===== config.mk =====
export PLATFORM = sky130hd
export DESIGN_NAME = supi_cell
export DESIGN_NICKNAME = d
export VERILOG_FILES = /design/src/rtl/supi_pkg.sv /design/src/rtl/supi_cell.sv
export SDC_FILE = /design/constraint.sdc
export NUM_CORES = 1
export LEC_CHECK = 0
export BUFFER_PORTS_ARGS = -buffer_cell sky130_fd_sc_hd__buf_4
export CAP_MARGIN = 20
export CORE_MARGIN = 4
export CORE_UTILIZATION = 43
export CTS_CLUSTER_SIZE = 24
export DETAILED_ROUTE_END_ITERATION = 8
export GPL_TIMING_DRIVEN = 0
export PLACE_DENSITY = 0.78
export SLEW_MARGIN = 15
export SYNTH_ARGS = -nofsm -noshare
export SYNTH_HDL_FRONTEND = slang
export SYNTH_SLANG_ARGS = --single-unit
export TNS_END_PERCENT = 10

===== constraint.sdc =====
create_clock -name clk -period 4.8 [get_ports clk]
set_input_delay 0 -clock clk [delete_from_list [all_inputs] [get_ports clk]]
set_output_delay 0 -clock clk [all_outputs]
set_load 0.02 [all_outputs]

===== src/rtl/supi_pkg.sv =====
// shared types, status codes and point ordering for the sorted unique point insert block
// no dependencies; used by supi_cell, supi_tree and sorted_unique_point_insert_core
`default_nettype none

package supi_pkg;

    typedef struct packed {
        logic signed [31:0] z;
        logic signed [31:0] y;
        logic signed [31:0] x;
    } point_t;

    typedef struct packed {
        logic bnd;
        logic dup;
    } cell_flag_t;

    localparam logic [1:0] ST_INSERTED  = 2'd0;
    localparam logic [1:0] ST_DUPLICATE = 2'd1;
    localparam logic [1:0] ST_FULL      = 2'd2;

    function automatic logic point_less(input point_t a, input point_t b);
        logic res;
        begin
            if (a.x != b.x)
            begin
                res = (a.x < b.x);
            end
            else if (a.y != b.y)
            begin
                res = (a.y < b.y);
            end
            else
            begin
                res = (a.z < b.z);
            end
            return res;
        end
    endfunction

endpackage

`default_nettype wire


===== src/rtl/supi_cell.sv =====
// one table slot: holds a stored point, compares it with the broadcast key
// and takes the key or its left neighbor's point on insert; depends on supi_pkg
`default_nettype none

module supi_cell #(
    parameter int IDX   = 0,
    parameter int CNT_W = 9
) (
    input  wire                     clk,
    input  wire                     cmp_en,
    input  wire                     commit,
    input  supi_pkg::point_t        key,
    input  wire [CNT_W-1:0]         count,
    input  supi_pkg::point_t        left_entry,
    input  wire                     left_lt,
    output supi_pkg::point_t        entry,
    output logic                    lt,
    output supi_pkg::cell_flag_t    flag
);

    supi_pkg::point_t entry_reg;
    logic             lt_reg;
    logic             eq_reg;
    logic             slot_valid;
    logic             lt_next;
    logic             eq_next;

    assign slot_valid = (count > CNT_W'(IDX));
    assign lt_next    = slot_valid && supi_pkg::point_less(entry_reg, key);
    assign eq_next    = slot_valid && (entry_reg == key);

    always_ff @(posedge clk)
    begin
        if (cmp_en)
        begin
            lt_reg <= lt_next;
            eq_reg <= eq_next;
        end
        if (commit && !lt_reg)
        begin
            entry_reg <= left_lt ? key : left_entry;
        end
    end

    assign entry    = entry_reg;
    assign lt       = lt_reg;
    assign flag.bnd = !lt_reg && left_lt;
    assign flag.dup = eq_reg;

endmodule

`default_nettype wire


==> metrics.md <==
| Metric | Value |
|---|---|
| Status | finished, final reports clean |
| Synth Register Bits | 98 |
| CTS resizes | 0 |
| Unrepaired setup endpoints after global routing | false |
| Worst-Skew Late Latency | 0.35 ns |
| Synth Area in Compound Gates | 7.573% |
| Clock network power share | 25.7% |
| DR vias | 6,494 |
| Post-layout net count | 1,370 |
| # DRC | 0 |
| Area share of fa/ha/maj cells after synthesis | 18.09% |
| CP Launch Type | flop |
| Req. time, crit path | 4.86 ns |
| Total Routed Length | 23,480 um |
| Final setup viols | 0 |
| Switching power | 0.7600 mW |
| Sequential share of power | 40.9% |
| Ant diodes | 0 |
| Actual slew at the worst max-slew pin | 0.7090 ns |
| First-pass GRT wire length | 35,960 um |
| Fin. max-slew vios | 0 |
| Die W | 132.3 um |
| Grt total ovfl | 0 |
| Worst-path fanout max | 3 |
| Setup crit end kind | flop |
| Post-synthesis async set-or-reset flop share | 0% |
| Max reg flops | 96 |
| Synthesized cell area | 6641 um^2 |
| Place WS | 2.076 ns |
| Main combinational cell family by area after synthesis | adder cells |
| Predominant post-synthesis flop cell | edfxtp_1 |
| Max Freq | 0.3659 GHz |
| Num CTS Buffers | 9 |
| WP data arrival | 2.79 ns |
| Type of the most critical hold path | in2reg |
| Synth unique cells | 42 |
| Worst ir drop on vdd | 153.6 uV |
| Total power | 2.635 mW |
| Fraction of layout cells with a size suffix above 1 | 39.76% |
| Sequential-to-total area share from yosys stat | 44.31% |
| Pwr/cell area | 230.3 nW/um^2 |
| DIE AREA | 17,500 um^2 |
| IO buf count | 302 |
| Routability cong. | 0.8504 |
| Setup Crit Path Kind | reg2reg |
| CTS H-tree lvls | 3 |
| CTS Buffer Depth | 2 |
| Vias in the first global route | 7,123 |
| Clock Pin Slew Worst Setup and Hold Paths | 0.07 ns |
| Design area | 11,440 um^2 |
| Min Tclk post-route | 2.733 ns |
| Sw Share | 28.84% |
| Post-Syn Instances | 559 |
| Root Driver | clkbuf_16 |
| Int Pwr | 1.875 mW |
| Yosys Warn Count | 0 |
| Core ar. | 15,150 um^2 |
| Hold Fails Final Rpt | 0 |
| TritonCTS clock tree | yes |
| Post-Synth XOR/XNOR Area | 0.1319% |
| Setup Skew | 0.008355 ns |
| Combinational share of power | 33.4% |
| 1st-iter DRT viols | 267 |
| IO Count | 304 |
| Placed inst area | 9254 um^2 |
| GRT Overall Usage | 25.84% |
| Area of the multi-input gates | 3289 um^2 |
| FF/Latch Area | 2943 um^2 |
| Area grow syn2layout | 72.29% |
| Largest net degree at the start of global routing | 28 |
| # fillers | 943 |
| EDFF count, synth | 98 |
| Chip Height | 132.3 um |
| Pleak | 5.340 nW |
| Drt wl/cell | 18.60 um |
| Simple-Gate Fraction of Synth Area | 7.178% |
| DRT Pass-1 Iters | 5 |
| Syn nets | 860 |
| Max_slew headroom | 52.73% |
| Initial Util | 43.85% |
| Final Cycle Share | 56.93% |
| Initial antenna violation count | 0 |
| Vias per cell | 5.146 |
| Mux cell area share after synthesis | 16.45% |
| Hpwl dp | 15,940 um |
| Clock tree sinks | 98 |
| Antenna-violating nets left | 0 |
| Avg Cell Area, Syn | 11.88 um^2 |
| Total of max-cap violations | 0 |
| PnR worst setup slack | 2.067 ns |
| Row count | 45 |
## worst max-delay path, cell delays in order (launching register included)
cell and delay [ns]:
edfxtp_1 0.41, ha_1 0.33, nand4_1 0.16, nor4_2 0.43, a21boi_1 0.29, nor3_1 0.07
and3b_1 0.18, o31ai_1 0.37, o221ai_1 0.21
## worst paths after layout
check,cells after the start,start,slack (ns),to
min,2,commit,0.17,entry[79]
max,8,entry[14],2.07,lt
max reg2reg,8,entry[14],2.07,lt
min reg2reg,1,lt,0.87,entry[79]
## cell usage after synthesis, types with 2 or more instances
cell      count  area share, %
o21ai_0       9           0.68
nor3_1        3           0.23
edfxtp_1     98             44
nand3_1      12           0.90
nor2_1        7           0.40
ha_1         96             18
o21bai_1      2           0.23
a221oi_1      2           0.26
a21oi_1      31            2.3
nor4_1        2           0.19
o31ai_1       2           0.23
o211ai_1      8           0.90
o21a_1        3           0.34
nand4_1      17            1.6
mux2_2       97             16
clkbuf_1     11           0.62
inv_1        98            5.5
a21o_1       10            1.1
a211oi_1      4           0.45
nor2b_1       5           0.47
nor4_2        3           0.57
nand2_1      19            1.1
## layout make-up
cell class / count / share of cell area [%]
tap: 188 / 2.056
timing repair buffer: 499 / 37.59
inverter: 98 / 3.215
buffer: 12 / 0.4265
sequential: 98 / 25.72
clock buffer: 13 / 2.100
clock inverter: 3 / 0.1422
multi-input combinational: 351 / 28.75
## power by group through the flow
| stage | Sequential [mW] | Clock (mW) | Combinational [mW] |
|---|---|---|---|
| 2_1_floorplan | 1.17 | 0 | 0.286 |
| 3_3_place_gp | 1.10 | 0 | 0.673 |
| 3_5_place_dp | 1.09 | 0 | 0.705 |
| 4_1_cts | 1.07 | 0.687 | 0.861 |
| 5_1_grt | 1.08 | 0.720 | 0.949 |
| 6_report | 1.08 | 0.677 | 0.881 |
## cells in the final DEF (no fill, tap or decap), types with 2 or more instances in the layout
| cell type | n |
|---|---|
| o21a_1 | 3 |
| clkbuf_16 | 9 |
| a21o_1 | 10 |
| a221oi_1 | 2 |
| o21ai_0 | 9 |
| nor4_1 | 2 |
| nor2_1 | 7 |
| ha_1 | 96 |
| nor4_2 | 3 |
| clkbuf_1 | 15 |
| nor3_1 | 3 |
| o21bai_1 | 2 |
| nand3_1 | 12 |
| a21oi_1 | 31 |
| o31ai_1 | 2 |
| buf_16 | 3 |
| o211ai_1 | 8 |
| buf_4 | 303 |
| edfxtp_1 | 98 |
| nand4_1 | 17 |
| dlygate4sd3_1 | 193 |
| a211oi_1 | 4 |
| inv_1 | 98 |
| mux2_2 | 97 |
| nor2b_1 | 4 |
| nand2_1 | 19 |
## through the flow
step	utilization (%)	hold WS (ns)	setup TNS, ns	cells
2_1_floorplan	-	0.1125	0	559
3_3_place_gp	60.39	0.2109	-0.1105	1049
3_5_place_dp	61.10	0.2124	0	1053
4_1_cts	75.55	0.1592	0	1262
5_1_grt	75.55	0.1708	0	1262
6_report	75.55	0.1696	0	1262
## per-layer routing
metal  part of all wire, %  track usage, %  wire, um  up-vias
met3                   6.2           4.656      1446       73
met4                   4.1           12.47       970        0
met1                    37           27.24      8651     3063
met5                     0               0         0        -
li1                      -               -         -     3073
met2                    53           49.29     12410      285
## kinds of logic after synthesis
| family | after synthesis |
|---|---|
| buf+inv | 110 |
| flops | 98 |
| mux | 97 |
| fa+ha+maj | 96 |
| compound gates | 79 |
| simple gates | 78 |
| xor+xnor | 1 |
## what timing repair did
item | 4_1_cts | 5_1_grt
hold buffers | 193 | 0
hold endpoints to repair | 98 | 0
buffers inserted | 0 | 0
(Power assumes the default switching activity.)
