==> src/rtl/supi_pkg.sv <==
// shared types, status codes and point ordering for the sorted unique point insert block
// no dependencies; used by supi_cell, supi_tree and sorted_unique_point_insert_core
`default_nettype none

package supi_pkg;

    typedef struct packed {
        logic signed [31:0] z;
        logic signed [31:0] y;
        logic signed [31:0] x;
    } point_t;

    typedef struct packed {
        logic bnd;
        logic dup;
    } cell_flag_t;

    localparam logic [1:0] ST_INSERTED  = 2'd0;
    localparam logic [1:0] ST_DUPLICATE = 2'd1;
    localparam logic [1:0] ST_FULL      = 2'd2;

    function automatic logic point_less(input point_t a, input point_t b);
        logic res;
        begin
            if (a.x != b.x)
            begin
                res = (a.x < b.x);
            end
            else if (a.y != b.y)
            begin
                res = (a.y < b.y);
            end
            else
            begin
                res = (a.z < b.z);
            end
            return res;
        end
    endfunction

endpackage

`default_nettype wire

==> src/rtl/supi_tree.sv <==
// registered binary or-tree that gathers the insert index and the duplicate flag
// from all cells, one level per cycle; depends on supi_pkg
`default_nettype none

module supi_tree #(
    parameter int N     = 256,
    parameter int IDX_W = 8
) (
    input  wire                     clk,
    input  supi_pkg::cell_flag_t    flags [N],
    output logic [IDX_W-1:0]        pos,
    output logic                    dup
);

    localparam int P = 1 << IDX_W;

    logic [IDX_W-1:0] leaf_pos [P];
    logic             leaf_dup [P];
    logic [IDX_W-1:0] node_pos_reg [1:P-1];
    logic             node_dup_reg [1:P-1];

    genvar j, k;

    generate
        for (j = 0; j < P; j++)
        begin : g_leaf
            if (j < N)
            begin : g_used
                assign leaf_pos[j] = flags[j].bnd ? IDX_W'(j) : '0;
                assign leaf_dup[j] = flags[j].dup;
            end
            else
            begin : g_pad
                assign leaf_pos[j] = '0;
                assign leaf_dup[j] = 1'b0;
            end
        end

        for (k = 1; k < P; k++)
        begin : g_node
            if (2 * k >= P)
            begin : g_bottom
                always_ff @(posedge clk)
                begin
                    node_pos_reg[k] <= leaf_pos[2*k-P] | leaf_pos[2*k+1-P];
                    node_dup_reg[k] <= leaf_dup[2*k-P] | leaf_dup[2*k+1-P];
                end
            end
            else
            begin : g_inner
                always_ff @(posedge clk)
                begin
                    node_pos_reg[k] <= node_pos_reg[2*k] | node_pos_reg[2*k+1];
                    node_dup_reg[k] <= node_dup_reg[2*k] | node_dup_reg[2*k+1];
                end
            end
        end
    endgenerate

    assign pos = node_pos_reg[1];
    assign dup = node_dup_reg[1];

endmodule

`default_nettype wire

==> config.mk <==
export PLATFORM = sky130hd
export DESIGN_NAME = supi_tree
export DESIGN_NICKNAME = d
export VERILOG_FILES = /design/src/rtl/supi_pkg.sv /design/src/rtl/supi_tree.sv
export SDC_FILE = /design/constraint.sdc
export NUM_CORES = 1
export LEC_CHECK = 0
export ABC_AREA = 1
export ABC_CLOCK_PERIOD_IN_PS = 1200
export BUFFER_PORTS_ARGS = -buffer_cell sky130_fd_sc_hd__buf_2
export CORE_MARGIN = 1.5
export CORE_UTILIZATION = 35
export CTS_CLUSTER_SIZE = 20
export DETAILED_ROUTE_END_ITERATION = 16
export GPL_ROUTABILITY_DRIVEN = 0
export HOLD_SLACK_MARGIN = 0.08
export SYNTH_ARGS = -nofsm -noshare
export SYNTH_HDL_FRONTEND = slang
export SYNTH_SLANG_ARGS = --single-unit
==> constraint.sdc <==
create_clock -name clk -period 1.2 [get_ports clk]
set_clock_uncertainty 0.05 [all_clocks]
set_input_delay 0 -clock clk [delete_from_list [all_inputs] [get_ports clk]]
set_output_delay 0 -clock clk [all_outputs]
set_load 0.02 [all_outputs]
==> flow_summary.yaml, run 1 <==
logic_synthesis:
  netlist_area_mm2: 0.02859
  avgSynthCellArea_um2: 8.774
  yosysMostFrequentCell: "inv_1"
  yosysTopAreaCellShare_pct: 70.29
  ys_warn_count: 0
  ys.flop_type: "dfxtp_1"
  synth-edff-count: 0
  synth_seq_area_share_pct: 70.29
  synth-seq-cells: 1004
  synthTopCellsByArea: "dfxtp_1 (70%), inv_1 (20%), nand2_1 (9.8%), buf_4 (0.21%)"
  netlist_instances: 3259
  synth_nets: 3772
  synthArstFlopShare_pct: 0
  synthDistinctLibCells: 4
  yosysTopAreaCell: "dfxtp_1"
  synth_common_cells: "inv_1 (1498), dfxtp_1 (1004), nand2_1 (749)"
placed_design:
  dp_hpwl_um: 35910
  portBuffers: 520
  dpl.cell_count: 4831
  postPlaceCellArea_mm2: 0.03246
cts:
  cts_buffer_depth: 3
  clock_tree.root_cell: "clkbuf_16"
  clock_sinks: 1004
  cts_hold_buf: 1004
  cts_resized: 20
  post_cts_buffers: 0
  htreeDepth: 3
  numCtsBuffers: 100
status:
  status: "did not finish"
  tool.error: "[ERROR RSZ-0060] Max buffer count reached."
  haltStage: "clock tree synthesis"
floorplanning:
  start_util_pct: 35.44
  die-width_um: 288.8
  die_h_um: 288.8
  core.rowCount: 104
  io_pins: 522
per-stage QoR:
step	setup WS [ns]	hold slack (ns)
after floorplan	0.6846	-0.02228
after global placement	0.4460	0.05492
after detailed placement	0.4413	0.05741
kinds of logic after synthesis:
logic type | Yosys count | share of synthesized area [%]
DFF | 1004 | 70.29
buffers and inverters | 1506 | 19.87
and+or+nand+nor | 749 | 9.832
==> run 2, diff against run 1 <==
--- a/config.mk
+++ b/config.mk
@@ -9,11 +9,10 @@
 export ABC_CLOCK_PERIOD_IN_PS = 1200
 export BUFFER_PORTS_ARGS = -buffer_cell sky130_fd_sc_hd__buf_2
 export CORE_MARGIN = 1.5
-export CORE_UTILIZATION = 35
-export CTS_CLUSTER_SIZE = 20
+export CORE_UTILIZATION = 20
 export DETAILED_ROUTE_END_ITERATION = 16
 export GPL_ROUTABILITY_DRIVEN = 0
-export HOLD_SLACK_MARGIN = 0.08
+export PLACE_DENSITY_LB_ADDON = 0.15
 export SYNTH_ARGS = -nofsm -noshare
 export SYNTH_HDL_FRONTEND = slang
 export SYNTH_SLANG_ARGS = --single-unit
==> run 2 against run 1 <==
Against the previous run:
- the flow now finishes, with violations (negative setup slack)
- synthesized area stayed put
- synthesized cell count stayed put
==> flow_summary.yaml, run 2 <==
routing:
  drt_iter0_markers: 585
  vias: 21930
  dr.pass1.iters: 5
  wl_per_cell_um: 10.61
  wl_um: 73180
  drc: 0
  ant_nets: 0
  avgViaCountPerCell: 3.178
logic_synthesis:
  netlist_area_mm2: 0.02859
  synthArstFlopShare_pct: 0
  yosysTopAreaCell: "dfxtp_1"
  avgSynthCellArea_um2: 8.774
  synth_nets: 3772
  yosysTopAreaCellShare_pct: 70.29
  synth_common_cells: "inv_1 (1498), dfxtp_1 (1004), nand2_1 (749)"
  netlist_instances: 3259
  yosysMostFrequentCell: "inv_1"
  synth-edff-count: 0
  synth-seq-cells: 1004
  synthTopCellsByArea: "dfxtp_1 (70%), inv_1 (20%), nand2_1 (9.8%), buf_4 (0.21%)"
  ys_warn_count: 0
  synthDistinctLibCells: 4
  ys.flop_type: "dfxtp_1"
  synth_seq_area_share_pct: 70.29
cts:
  tritoncts: "done"
  clock_sinks: 1004
  clkTransAtPathRegs_ns: 0.06
  clock_latency_ns: 0.71
  numCtsBuffers: 112
  cts_buffer_depth: 3
  clock_tree.root_cell: "clkbuf_16"
  htreeDepth: 3
  post_cts_buffers: 0
setup_path:
  critPathMaxStageDelay_ns: 0.32
  crit_end: "pos[5]"
  cp.required_ns: 1.15
  cpLargestDelayFamily: "flip-flops"
  path_class: "reg -> out"
  end_kind: "output port"
  cp_cell_sequence: "buf_6"
  setup.worst_path.start: "node_pos_reg[0][13]$_DFF_P_"
  critPathMaxFanout: 1
  worst-r2r-cell-count: 2
  cp-start-kind: "flop"
  r2r-end: "node_pos_reg[0][8]$_DFF_P_"
  r2r_slack_ns: 0.40
  arrival_ns: 1.17
  reg2reg_from: "node_pos_reg[0][16]$_DFF_P_"
  cp.depth: 1
  worst-path-buf-inv: 1
  cpMaxStageDelayCell: "dfxtp_2"
pwr:
  pwr-share-clk_pct: 47.1
  leakage_nw: 28.56
  p_seq_share_pct: 46.5
  power_density_mw_per_mm2: 1571
  swShare_pct: 21.21
  ir_drop_mv: 1.045
  internal-power_w: 0.05897
  pwr-share-comb_pct: 6.4
  switchingPower_w: 0.01588
global_route:
  grt_pass1_wl_um: 116500
  grt_pass1_vias: 23140
  antenna_found_initial: 14
  overflow: 0
  grt_max_degree: 17
  grtUsageTotal_pct: 10.17
floorplanning:
  io_pins: 522
  die-width_um: 381.1
  start_util_pct: 20.17
  fp.coreArea_mm2: 0.1418
  die_h_um: 381.1
  core.rowCount: 138
  die_area_mm2: 0.1452
layout:
  largest_reg_flops: 749
  fin_cells: 6900
  utilization_pct: 33.61
  drive_above_1_share_pct: 14.22
  mostFrequentLayoutCell: "inv_1"
  stdcell_area_mm2: 0.04765
  area_delta_synth_final_pct: 66.64
  most-common-layout-cells: "inv_1 (1498), dlygate4sd3_1 (1016), dfxtp_1 (995)"
  layout.nets: 5414
sta:
  worst_slack_ns: -0.01793
  finalCritPeriodShare_pct: 101.5
  fin_crit_ns: 1.218
  max_freq_mhz: 821.1
  fin_worst_hold_slack_ns: 0.04712
  finalSetupViolations: 2
  worst_slew_pin_slew_ns: 0.2815
  hold_viol_final: 0
  rsz0062_at_grt: "yes"
  relSlewSlack_pct: 81.19
  slew_violations: 0
placed_design:
  postPlaceCellArea_mm2: 0.03350
  dpl.cell_count: 5661
  portBuffers: 520
  dp_hpwl_um: 42010
  pre_cts_ws_ns: 0.2829
hold_path:
  hp-class: "in -> reg"
flow_run:
  maxCapViolations: 0
status:
  violations: "negative setup slack"
  status: "finished, violations left"
-- run 2: cell counts after synthesis --
Identical to the previous run, type by type.
-- run 2: worst min-delay path by stage --
stage	start	end	slack [ns]	cells after the start
2_1_floorplan	flags[509]	node_pos_reg[1][0]$_DFF_P_	-0.02	0
4_1_cts	flags[15]	node_pos_reg[1][999]$_DFF_P_	0.004	4
3_3_place_gp	flags[21]	node_pos_reg[1][976]$_DFF_P_	0.07	1
3_5_place_dp	flags[89]	node_pos_reg[1][840]$_DFF_P_	0.07	1
5_1_grt	flags[297]	node_pos_reg[1][430]$_DFF_P_	0.04	4
6_report	flags[297]	node_pos_reg[1][430]$_DFF_P_	0.05	4
-- run 2: repair_timing --
item                                    in CTS  in global routing
gates cloned                                 0                  0
hold buffers                              1016                  0
pin swaps                                    0                  0
endpoints found under the setup margin       9                  9
resized for setup                           27                  0
endpoints found under the hold margin      383                  0
-- run 2: kinds of logic after synthesis --
kind of cell  count (synthesis)  share of synthesized area (%)
buf+inv                    1506                          19.87
simple gates                749                          9.832
flops                      1004                          70.29
-- run 2: routing by layer --
layer  global-route usage, %  up-vias  share of wire (%)
met2                   17.09      628                 46
li1                        -    11720                  -
met5                       0        -                  0
met4                   4.589        0                3.9
met1                   12.03     9370                 44
met3                   2.794      205                6.0
-- run 2: layout make-up --
| cell class | instances | area [um^2] |
|---|---|---|
| clock inverter | 49 | 685.7 |
| multi-input combinational | 749 | 2811 |
| clock buffer | 156 | 3179 |
| tap | 1890 | 2365 |
| fill | 14320 | 94110 |
| antenna | 18 | 45.04 |
| inverter | 1498 | 5623 |
| sequential | 1004 | 20110 |
| timing repair buffer | 1536 | 12830 |
-- run 2: power groups by stage --
stage               Sequential, W  Clock [W]  Combinational [W]
floorplan                  0.0354          0           0.000902
global placement           0.0355          0            0.00210
detailed placement         0.0355          0            0.00210
CTS                        0.0348     0.0370            0.00466
global route               0.0349     0.0382            0.00530
finish                     0.0348     0.0353            0.00481
-- run 2: per-stage QoR --
stage,power [W],setup TNS (ns)
CTS,0.07644,-0.7599
detailed placement,0.03760,0
floorplan,0.03632,0
finish,0.07485,-0.02039
global placement,0.03760,0
global route,0.07841,-0.7051
(Power assumes the default switching activity.)
